### src/rtl/core/mm64b_pkg.sv
package mm64b_pkg;

  localparam int unsigned WordW   = 32;
  localparam int unsigned CountW  = 3;
  localparam int unsigned LengthW = 31;
  localparam int unsigned HashW   = 64;
  localparam int unsigned InDataW = 72;

  localparam logic [WordW-1:0] MIX_M = 32'h5bd1e995;

  localparam int unsigned MIX_R  = 24;
  localparam int unsigned FIN_R0 = 18;
  localparam int unsigned FIN_R1 = 22;
  localparam int unsigned FIN_R2 = 17;
  localparam int unsigned FIN_R3 = 19;

  typedef enum logic [3:0] {
    OP_NONE = 4'd0,
    OP_K1   = 4'd1,
    OP_K2   = 4'd2,
    OP_FOLD = 4'd3,
    OP_TAIL = 4'd4,
    OP_F0   = 4'd5,
    OP_F1   = 4'd6,
    OP_F2   = 4'd7,
    OP_F3   = 4'd8
  } mm64b_op_t;

  typedef struct packed {
    logic      load;
    mm64b_op_t op;
  } mm64b_cmd_t;

  typedef struct packed {
    logic in_full;
    logic in_part;
    logic in_last;
    logic last;
    logic out_valid;
  } mm64b_status_t;

  function automatic logic [WordW-1:0] tail_mask(input logic [1:0] n);
    logic [WordW-1:0] m;
    begin
      case (n)
        2'd1:    m = 32'h0000_00ff;
        2'd2:    m = 32'h0000_ffff;
        2'd3:    m = 32'h00ff_ffff;
        default: m = '0;
      endcase
      return m;
    end
  endfunction

endpackage

### src/rtl/core/murmur64b_string_hash.sv
// Channel   Dir  Handshake                      Content
// s_axis    in   s_axis_tvalid / s_axis_tready  key word, byte count, length; first flag, last
// m_axis    out  m_axis_tvalid / m_axis_tready  64-bit hash {h1, h2}
// seed_wr   in   seed_wr_en                     32-bit seed, write only
//
// A full word is accepted and then makes three passes (K1, K2, FOLD) through the one
// 32x32 constant multiplier, a tail word one pass (TAIL), an empty word none; a last
// word adds the finalize passes F0 to F3. All of these passes share that multiplier.
// rst is synchronous; it clears the seed, h1, h2 and the word parity.
// A waiting hash does not block input; only the final finalize step (F3) holds while
// the output register is still full, and no new word is accepted while it holds.
module murmur64b_string_hash
  import mm64b_pkg::*;
(
  input  logic               clk,
  input  logic               rst,
  input  logic               seed_wr_en,
  input  logic [WordW-1:0]   seed_wr_data,
  input  logic               s_axis_tvalid,
  output logic               s_axis_tready,
  // [31:0] key_word, [34:32] valid_bytes, [65:35] key_length, [71:66] zero
  input  logic [InDataW-1:0] s_axis_tdata,
  // [0] first_word
  input  logic               s_axis_tuser,
  input  logic               s_axis_tlast,
  output logic               m_axis_tvalid,
  input  logic               m_axis_tready,
  // [63:0] hash_value
  output logic [HashW-1:0]   m_axis_tdata
);

  mm64b_cmd_t    cmd;
  mm64b_status_t status;

  mm64b_ctrl u_ctrl (
    .clk       (clk),
    .rst       (rst),
    .in_valid  (s_axis_tvalid),
    .in_ready  (s_axis_tready),
    .out_ready (m_axis_tready),
    .status    (status),
    .cmd       (cmd)
  );

  mm64b_dp u_dp (
    .clk          (clk),
    .rst          (rst),
    .seed_wr_en   (seed_wr_en),
    .seed_wr_data (seed_wr_data),
    .in_word      (s_axis_tdata[WordW-1:0]),
    .in_nbytes    (s_axis_tdata[WordW+CountW-1:WordW]),
    .in_first     (s_axis_tuser),
    .in_last      (s_axis_tlast),
    .in_length    (s_axis_tdata[WordW+CountW+LengthW-1:WordW+CountW]),
    .cmd          (cmd),
    .out_ready    (m_axis_tready),
    .status       (status),
    .out_valid    (m_axis_tvalid),
    .out_data     (m_axis_tdata)
  );

endmodule

### src/rtl/core/mm64b_dp.sv
module mm64b_dp
  import mm64b_pkg::*;
(
  input  logic                clk,
  input  logic                rst,
  input  logic                seed_wr_en,
  input  logic [WordW-1:0]    seed_wr_data,
  input  logic [WordW-1:0]    in_word,
  input  logic [CountW-1:0]   in_nbytes,
  input  logic                in_first,
  input  logic                in_last,
  input  logic [LengthW-1:0]  in_length,
  input  mm64b_cmd_t          cmd,
  input  logic                out_ready,
  output mm64b_status_t       status,
  output logic                out_valid,
  output logic [HashW-1:0]    out_data
);

  logic [WordW-1:0]  seed;
  logic [WordW-1:0]  word_r;
  logic [1:0]        nbytes_r;
  logic              last_r;
  logic [WordW-1:0]  acc_high;
  logic [WordW-1:0]  acc_low;
  logic              odd_word;
  logic [WordW-1:0]  t_r;
  logic [WordW-1:0]  f1;
  logic [WordW-1:0]  f2;
  logic [WordW-1:0]  mul_a;
  logic [WordW-1:0]  mul_p;

  always_comb begin
    case (cmd.op)
      OP_K1:   mul_a = word_r;
      OP_K2:   mul_a = t_r ^ (t_r >> MIX_R);
      OP_FOLD: mul_a = odd_word ? acc_low : acc_high;
      OP_TAIL: mul_a = acc_low ^ (word_r & tail_mask(nbytes_r));
      OP_F0:   mul_a = acc_high ^ (acc_low >> FIN_R0);
      OP_F1:   mul_a = f2 ^ (f1 >> FIN_R1);
      OP_F2:   mul_a = f1 ^ (f2 >> FIN_R2);
      OP_F3:   mul_a = f2 ^ (f1 >> FIN_R3);
      default: mul_a = '0;
    endcase
  end

  assign mul_p = mul_a * MIX_M;

  always_ff @(posedge clk) begin
    if (rst) begin
      seed     <= '0;
      acc_high <= '0;
      acc_low  <= '0;
      odd_word <= 1'b0;
    end else begin
      if (seed_wr_en) begin
        seed <= seed_wr_data;
      end
      if (cmd.load && in_first) begin
        acc_high <= seed ^ {1'b0, in_length};
        acc_low  <= '0;
        odd_word <= 1'b0;
      end
      case (cmd.op)
        OP_FOLD: begin
          if (odd_word) begin
            acc_low <= mul_p ^ t_r;
          end else begin
            acc_high <= mul_p ^ t_r;
          end
          odd_word <= ~odd_word;
        end
        OP_TAIL: acc_low <= mul_p;
        default: ;
      endcase
    end
  end

  always_ff @(posedge clk) begin
    if (cmd.load) begin
      word_r   <= in_word;
      nbytes_r <= in_nbytes[1:0];
      last_r   <= in_last;
    end
    case (cmd.op)
      OP_K1, OP_K2: t_r <= mul_p;
      OP_F0: begin
        f1 <= mul_p;
        f2 <= acc_low;
      end
      OP_F1:   f2 <= mul_p;
      OP_F2:   f1 <= mul_p;
      OP_F3:   out_data <= {f1, mul_p};
      default: ;
    endcase
  end

  always_ff @(posedge clk) begin
    if (rst) begin
      out_valid <= 1'b0;
    end else if (cmd.op == OP_F3) begin
      out_valid <= 1'b1;
    end else if (out_ready) begin
      out_valid <= 1'b0;
    end
  end

  assign status.in_full   = in_nbytes[2];
  assign status.in_part   = !in_nbytes[2] && (in_nbytes[1:0] != 2'd0);
  assign status.in_last   = in_last;
  assign status.last      = last_r;
  assign status.out_valid = out_valid;

endmodule

### src/rtl/core/mm64b_ctrl.sv
module mm64b_ctrl
  import mm64b_pkg::*;
(
  input  logic          clk,
  input  logic          rst,
  input  logic          in_valid,
  output logic          in_ready,
  input  logic          out_ready,
  input  mm64b_status_t status,
  output mm64b_cmd_t    cmd
);

  typedef enum logic [8:0] {
    S_IDLE = 9'b000000001,
    S_K1   = 9'b000000010,
    S_K2   = 9'b000000100,
    S_FOLD = 9'b000001000,
    S_TAIL = 9'b000010000,
    S_F0   = 9'b000100000,
    S_F1   = 9'b001000000,
    S_F2   = 9'b010000000,
    S_F3   = 9'b100000000
  } state_t;

  state_t state;
  state_t state_next;
  logic   out_free;

  assign out_free = !status.out_valid || out_ready;
  assign in_ready = (state == S_IDLE);

  always_comb begin
    state_next = state;
    cmd.load   = 1'b0;
    cmd.op     = OP_NONE;
    unique case (state)
      S_IDLE: begin
        if (in_valid) begin
          cmd.load = 1'b1;
          if (status.in_full) begin
            state_next = S_K1;
          end else if (status.in_part) begin
            state_next = S_TAIL;
          end else if (status.in_last) begin
            state_next = S_F0;
          end
        end
      end
      S_K1: begin
        cmd.op     = OP_K1;
        state_next = S_K2;
      end
      S_K2: begin
        cmd.op     = OP_K2;
        state_next = S_FOLD;
      end
      S_FOLD: begin
        cmd.op     = OP_FOLD;
        state_next = status.last ? S_F0 : S_IDLE;
      end
      S_TAIL: begin
        cmd.op     = OP_TAIL;
        state_next = status.last ? S_F0 : S_IDLE;
      end
      S_F0: begin
        cmd.op     = OP_F0;
        state_next = S_F1;
      end
      S_F1: begin
        cmd.op     = OP_F1;
        state_next = S_F2;
      end
      S_F2: begin
        cmd.op     = OP_F2;
        state_next = S_F3;
      end
      S_F3: begin
        if (out_free) begin
          cmd.op     = OP_F3;
          state_next = S_IDLE;
        end
      end
      default: state_next = S_IDLE;
    endcase
  end

  always_ff @(posedge clk) begin
    if (rst) begin
      state <= S_IDLE;
    end else begin
      state <= state_next;
    end
  end

endmodule
### config.mk
export PLATFORM = sky130hd
export DESIGN_NAME = murmur64b_string_hash
export DESIGN_NICKNAME = d
export VERILOG_FILES = /design/src/rtl/core/mm64b_pkg.sv /design/src/rtl/core/murmur64b_string_hash.sv /design/src/rtl/core/mm64b_dp.sv /design/src/rtl/core/mm64b_ctrl.sv
export SDC_FILE = /design/constraint.sdc
export NUM_CORES = 1
export LEC_CHECK = 0
export BUFFER_PORTS_ARGS = -buffer_cell sky130_fd_sc_hd__buf_2
export CORE_MARGIN = 4
export CORE_UTILIZATION = 48
export CTS_BUF_LIST = sky130_fd_sc_hd__clkbuf_8
export CTS_CLUSTER_SIZE = 8
export DETAILED_ROUTE_END_ITERATION = 10
export GPL_ROUTABILITY_DRIVEN = 0
export PLACE_DENSITY = 0.71
export SETUP_SLACK_MARGIN = 0.5
export SYNTH_ARGS = -nofsm -noshare
export SYNTH_HDL_FRONTEND = slang
export SYNTH_HIERARCHICAL = 1
export SYNTH_SLANG_ARGS = --single-unit
### constraint.sdc
create_clock -name clk -period 12.3 [get_ports clk]
set_input_delay 2.46 -clock clk [delete_from_list [all_inputs] [get_ports clk]]
set_output_delay 2.46 -clock clk [all_outputs]
set_load 0.05 [all_outputs]
==> results of run 1 <==
## cell usage after synthesis, drive strengths merged (5+ instances only)
cell / instances
buf: 32
or2: 7
and2: 5
nor2: 139
nand4: 14
o221ai: 13
a21boi: 7
fa: 181
o21a: 5
nor4: 5
clkbuf: 65
a21o: 13
a22oi: 25
a21oi: 82
nor4b: 6
xor2: 40
nand3: 17
o211ai: 11
a222oi: 13
nor3b: 9
nor3: 19
ha: 216
inv: 375
nand2: 180
xnor2: 107
and3: 11
a211oi: 62
nor2b: 5
dfxtp: 107
nand2b: 9
mux2i: 36
nand3b: 17
edfxtp: 195
o21ai: 117
a221oi: 22
a221o: 17
a31oi: 5
## worst max-delay path, delay by kind of cell
family	cells	cell delay, ps
AND/OR/NAND/NOR	7	1930
adder cells (fa/ha/maj)	9	3780
buffers and inverters	11	1200
XOR/XNOR	2	440
AO/OA/AOI/OAI	7	2000
## worst paths after layout
check,startpoint,endpoint,slack (ps),depth (start not counted)
min,u_dp/f1[16],u_dp/out_data[48],490,0
max reg2reg,u_ctrl/state[0],u_dp/acc_high[31],1530,38
max,m_axis_tready,u_dp/acc_high[31],950,36
min reg2reg,u_dp/f1[16],u_dp/out_data[48],490,0
## power by group
group | total, W | switching (W) | internal (W)
Sequential | 0.00134 | 0.0000571 | 0.00128
Combinational | 0.00246 | 0.00152 | 0.000939
Clock | 0.000761 | 0.000394 | 0.000367
Total | 0.00456 | 0.00197 | 0.00258
## layout make-up
cell class | instances | share of cell area (%)
antenna | 1 | 0.00970
clock buffer | 49 | 2.61
clock inverter | 35 | 0.543
inverter | 375 | 5.46
multi-input combinational | 1478 | 51.5
sequential | 302 | 31.0
tap | 615 | 2.98
timing repair buffer | 258 | 5.92
## kinds of logic (layout without fill, tap and decap cells)
kind of cell / count (synthesis) / after routing / share of synthesized area (%)
buf+inv: 472 / 717 / 8.09
simple gates: 475 / 475 / 10.3
fa+ha+maj: 397 / 397 / 27.4
compound gates: 420 / 420 / 12.3
other cells: 0 / 1 / 0
xor+xnor: 149 / 149 / 5.80
flops: 302 / 302 / 34.6
mux: 37 / 37 / 1.61
## sequential cells by signal (all words and copies together), names as in the netlist, 2 cells and up
register and flops:
u_ctrl/state 9, u_dp/acc_high 32, u_dp/acc_low 32, u_dp/f1 32, u_dp/f2 32, u_dp/nbytes_r 2
u_dp/out_data 64, u_dp/seed 32, u_dp/t_r 32, u_dp/word_r 32
## metal layers
layer,share of wire [%],wire [µm],GRT usage [%]
met5,0.018,13,0
met4,7.2,5050,15.9
met3,9.6,6730,5.34
met2,46,32100,43.6
met1,38,26400,33.8
## through the flow
| stage | std cells | power, W | utilization (%) | worst slack (ps) |
|---|---|---|---|---|
| after detailed placement | 3028 | 0.00377 | 52.4 | 555 |
| after CTS | 3112 | 0.00454 | 54.1 | 1140 |
| after global routing | 3112 | 0.00488 | 54.1 | 523 |
| final | 3113 | 0.00456 | 54.1 | 955 |
| after floorplan | 2252 | 0.00288 | - | 1020 |
| after global placement | 3028 | 0.00370 | 52.4 | 672 |
==> reports/summary.txt, run 1 <==
Top Ports -> 177
Total Nets Final -> 2,969
aggregate global-route resource usage -> 27.0%
CP max stage delay -> 550 ps
cell taking the most area after synthesis -> edfxtp_1
H-tree depth -> 2
fin crit period -> 11,350 ps
CTS Sinks -> 302
Hold WC Path Type -> reg -> reg
Port Buf Inserts -> 170
vias in the first global route -> 18.5k
most common cell after layout, fill and taps aside -> inv_1
library cells used by synthesis -> 96
Tightest Pin Transition -> 1280 ps
peak supply drop -> 0.235 mV
CTS Root Cell -> clkbuf_8
area occupied by registers -> 0.00800 mm²
crit path capture type -> flip-flop
crit path kind -> in -> reg
Hold Slack -> 487 ps
Die Width -> 227 µm
#FFs+latches synth -> 302
gr ovfl total -> 0
Fin. Hold Viols -> 0
share of async-settable or async-resettable flops after synthesis -> 0%
Crit-path slowest cell -> a2111oi_0
Max Slew Vio Count -> 0
multi-input logic area -> 0.0133 mm²
layout cells sized above 1 -> 14.1%
mapped cell area -> 0.0231 mm²
CP arrival -> 11,830 ps
final instance area -> 0.0258 mm²
starting density of the core -> 48.5%
Max Buffers Root-to-Sink -> 3
Power per Cell Area -> 177 mW/mm²
EDFF count, synth -> 195
dpl hpwl -> 52,900 µm
DRT Wirelength -> 70,300 µm
Synth Instances -> 2,252
post-cts repair resize count -> 0
die footprint -> 0.0517 mm²
TritonCTS Buffers -> 46
post-cts hold buffer count -> 0
top-area cell type share of the netlist area -> 25.3%
CP Launch Type -> primary input
DP Area -> 0.0250 mm²
1st-iter DRT viols -> 2,109
first-pass GRT wire length -> 107,000 µm
outcome -> finished clean
WP data required -> 12,790 ps
CTS tree -> done
vias per std cell -> 5.85
CP max FO -> 32
Vias -> 18.2k
initial antenna violation count -> 1
Clock transition at path regs -> 60 ps
final setup vio count -> 0
largest net degree at the start of global routing -> 95
fillcell total -> 4,133
Synth Flop Type -> edfxtp_1
synthesis warning total -> 6
Cell Rows -> 80
Antenna Nets Post-Route -> 0
period utilisation layout -> 92.2%
worst skew pair latency -> 590 ps
top post-synthesis cells by area -> edfxtp_1 25%, fa_1 16%, ha_1 12%
drt drc -> 0
Max Clock Freq -> 0.0881 GHz
drt wl/cell -> 22.6 µm
Die H -> 227 µm
setup TNS -> 0 ps
synthesized area per cell -> 10.3 µm²
skew final -> 17.8 ps
Syn Nets -> 2,760
relative slew slack -> 14.3%
setup bufs post-CTS -> 0
core area -> 0.0476 mm²
DRT Pass-1 Iters -> 7
RSZ-0062 raised after global routing -> false
Leakage -> 11.8 nW
sequential share of the synthesized area -> 34.6%
Area Overhead vs Synth -> 11.7%
cell mode on critical path -> inv_1
most frequent cells in the layout -> 404 x inv_1, 216 x ha_1, 195 x edfxtp_1
Max Cap Viol -> 0
(Power assumes the default switching activity.)
==> run 2: changes to the inputs <==
--- a/config.mk
+++ b/config.mk
@@ -5,14 +5,14 @@
 export SDC_FILE = /design/constraint.sdc
 export NUM_CORES = 1
 export LEC_CHECK = 0
-export BUFFER_PORTS_ARGS = -buffer_cell sky130_fd_sc_hd__buf_2
 export CORE_MARGIN = 4
 export CORE_UTILIZATION = 48
 export CTS_BUF_LIST = sky130_fd_sc_hd__clkbuf_8
 export CTS_CLUSTER_SIZE = 8
 export DETAILED_ROUTE_END_ITERATION = 10
+export DONT_BUFFER_PORTS = 1
 export GPL_ROUTABILITY_DRIVEN = 0
-export PLACE_DENSITY = 0.71
+export PLACE_DENSITY = 0.67
 export SETUP_SLACK_MARGIN = 0.5
 export SYNTH_ARGS = -nofsm -noshare
 export SYNTH_HDL_FRONTEND = slang
==> run 2 against run 1 <==
  * Die area unchanged
  * Sequential cell count unchanged
  * Total power increased by 5.3%
  * Utilization decreased by 1.2 points
  * Clock skew decreased by 2.4 ps
  * Non-clock buffer count decreased by 151
  * Clock power increased by 13%
  * Maximum frequency increased by 2.1%
  * Register-to-register slack got worse by 350 ps
==> reports/summary.txt, run 2 (same netlist as run 1, synthesis figures left out) <==
outcome -> finished clean
Max Clock Freq -> 0.0900 GHz (+2.1%)
Non-Filler Instances -> 2,970 (-4.6%)
utilization after layout -> 53.0% (-1.2 points)
WP data required -> 12,790 ps (about the same)
Die Width -> 227 µm (unchanged)
aggregate global-route resource usage -> 26.8% (-0.19 points)
DRT Wirelength -> 70,000 µm (-0.46%)
post-cts hold buffer count -> 0 (unchanged)
cell mode on critical path -> inv_1
peak supply drop -> 0.242 mV (+3.1%)
Power per Cell Area -> 190 mW/mm² (+7.6%)
most frequent cells in the layout -> 401 x inv_1, 216 x ha_1, 195 x edfxtp_1
fin crit period -> 11,120 ps (-228 ps)
Area Overhead vs Synth -> 9.24%
DRT Pass-1 Iters -> 8 (+1)
DP Area -> 0.0243 mm² (-2.8%)
relative slew slack -> 16.1% (+1.9 points)
RR Endpoint -> u_dp/acc_high[31]
setup bufs post-CTS -> 0 (unchanged)
starting density of the core -> 48.5% (unchanged)
post-cts repair resize count -> 0 (unchanged)
flop-to-flop setup slack -> 1180 ps (-350 ps)
skew final -> 15.4 ps (-2.39 ps)
crit path capture type -> flip-flop
Worst Hold End -> u_dp/out_data[48]
RSZ-0062 raised after global routing -> false
Max Buffers Root-to-Sink -> 3 (unchanged)
drt wl/cell -> 23.6 µm (+4.3%)
Crit. Startpoint -> u_ctrl/state[6]
hold_sp -> u_dp/f1[16]
vias in the first global route -> 17.8k (-3.9%)
Crit-path slowest cell -> and3_1
1st-iter DRT viols -> 1,913 (-9.3%)
cell count of the worst reg-to-reg path -> 38 (unchanged)
Top Ports -> 177 (unchanged)
CTS tree -> done
placed insts -> 2,877 (-5.0%)
period utilisation layout -> 90.4% (-1.9 points)
CP Launch Type -> flip-flop
H-tree depth -> 2 (unchanged)
Max Slew Vio Count -> 0 (unchanged)
CP max stage delay -> 900 ps (+350 ps)
setup TNS -> 0 ps (unchanged)
Crit path buffers/inverters -> 11 (unchanged)
Antenna Nets Post-Route -> 0 (unchanged)
Clock transition at path regs -> 70 ps (about the same)
Vias -> 17.7k (-3.0%)
CP arrival -> 11,610 ps (-220 ps)
Tightest Pin Transition -> 1250 ps (-27.9 ps)
r2r startpoint -> u_ctrl/state[6]
vias per std cell -> 5.95 (+1.7%)
initial antenna violation count -> 4 (+3)
layout cells sized above 1 -> 8.93% (-5.2 points)
first-pass GRT wire length -> 105,000 µm (-1.9%)
Max Cap Viol -> 0 (unchanged)
dpl hpwl -> 53,200 µm (+0.62%)
fillcell total -> 4,188 (+1.3%)
Cell Rows -> 80 (unchanged)
gr ovfl total -> 0 (unchanged)
CTS Root Cell -> clkbuf_8
most common cell after layout, fill and taps aside -> inv_1
CP max FO -> 28 (-13%)
CP delay by family, top -> adder cells
crit path kind -> reg -> reg
final instance area -> 0.0252 mm² (-2.2%)
Fin. Hold Viols -> 0 (unchanged)
core area -> 0.0476 mm² (unchanged)
Hold WC Path Type -> reg -> reg
largest net degree at the start of global routing -> 102 (+7.4%)
Total Nets Final -> 2,820 (-5.0%)
CTS Sinks -> 302 (unchanged)
TritonCTS Buffers -> 48 (+4.3%)
Largest Register -> u_dp/out_data
die footprint -> 0.0517 mm² (unchanged)
Port Buf Inserts -> 0 (-100%)
worst skew pair latency -> 590 ps (about the same)
final setup vio count -> 0 (unchanged)
max reg flops -> 64 (unchanged)
drt drc -> 0 (unchanged)
Die H -> 227 µm (unchanged)
hold depth -> 0 (unchanged)
Leakage -> 11.3 nW (-4.4%)
Total Power -> 0.00480 W (+5.3%)
[run 2: cell types whose count changed in the layout (fill, tap and decap cells not counted), sizes merged]
cell      delta
clkinv       -1
inv          -3
diode        +2
clkinvlp     +1
buf        -151
clkbuf       +7
bufinv       +2
[run 2: layer usage]
| metal | vias to the layer above | share of wire (%) | track usage, % |
|---|---|---|---|
| met5 | - | 0 | 0 |
| met4 | 0 | 6.3 | 13.8 |
| met3 | 250 | 9.8 | 4.51 |
| met2 | 983 | 46 | 44.0 |
| met1 | 8612 | 38 | 34.3 |
| li1 | 7833 | - | - |
[run 2: report_power, final]
group	total [W]	switching [W]	internal [W]
clock network	0.000863	0.000407	0.000456
registers	0.00134	0.0000566	0.00128
logic	0.00260	0.00154	0.00106
[run 2: final cells by class]
type                    instances  area (µm²)  area share (%)
multi-input cells            1478       13300            52.6
well taps                     615         769            3.05
diodes                          3        7.51          0.0297
clock inverters                34         190           0.754
clock buffers                  56         771            3.05
inverters                     375        1410            5.58
repair buffers                107         816            3.23
flip-flops and latches        302        8000            31.7
[run 2: metrics by stage]
stage	worst slack (ps)	hold WS, ps
finish	1180	460
floorplan	1020	425
global placement	913	453
CTS	1330	457
detailed placement	697	454
global route	693	469
[run 2: worst max-delay path by stage]
stage,cells after the start,endpoint
final,38,u_dp/acc_high[31]
after global routing,38,u_dp/acc_high[31]
after CTS,36,u_dp/acc_high[31]
after detailed placement,36,u_dp/acc_high[31]
after global placement,36,u_dp/acc_high[31]
after floorplan,35,u_dp/acc_high[31]
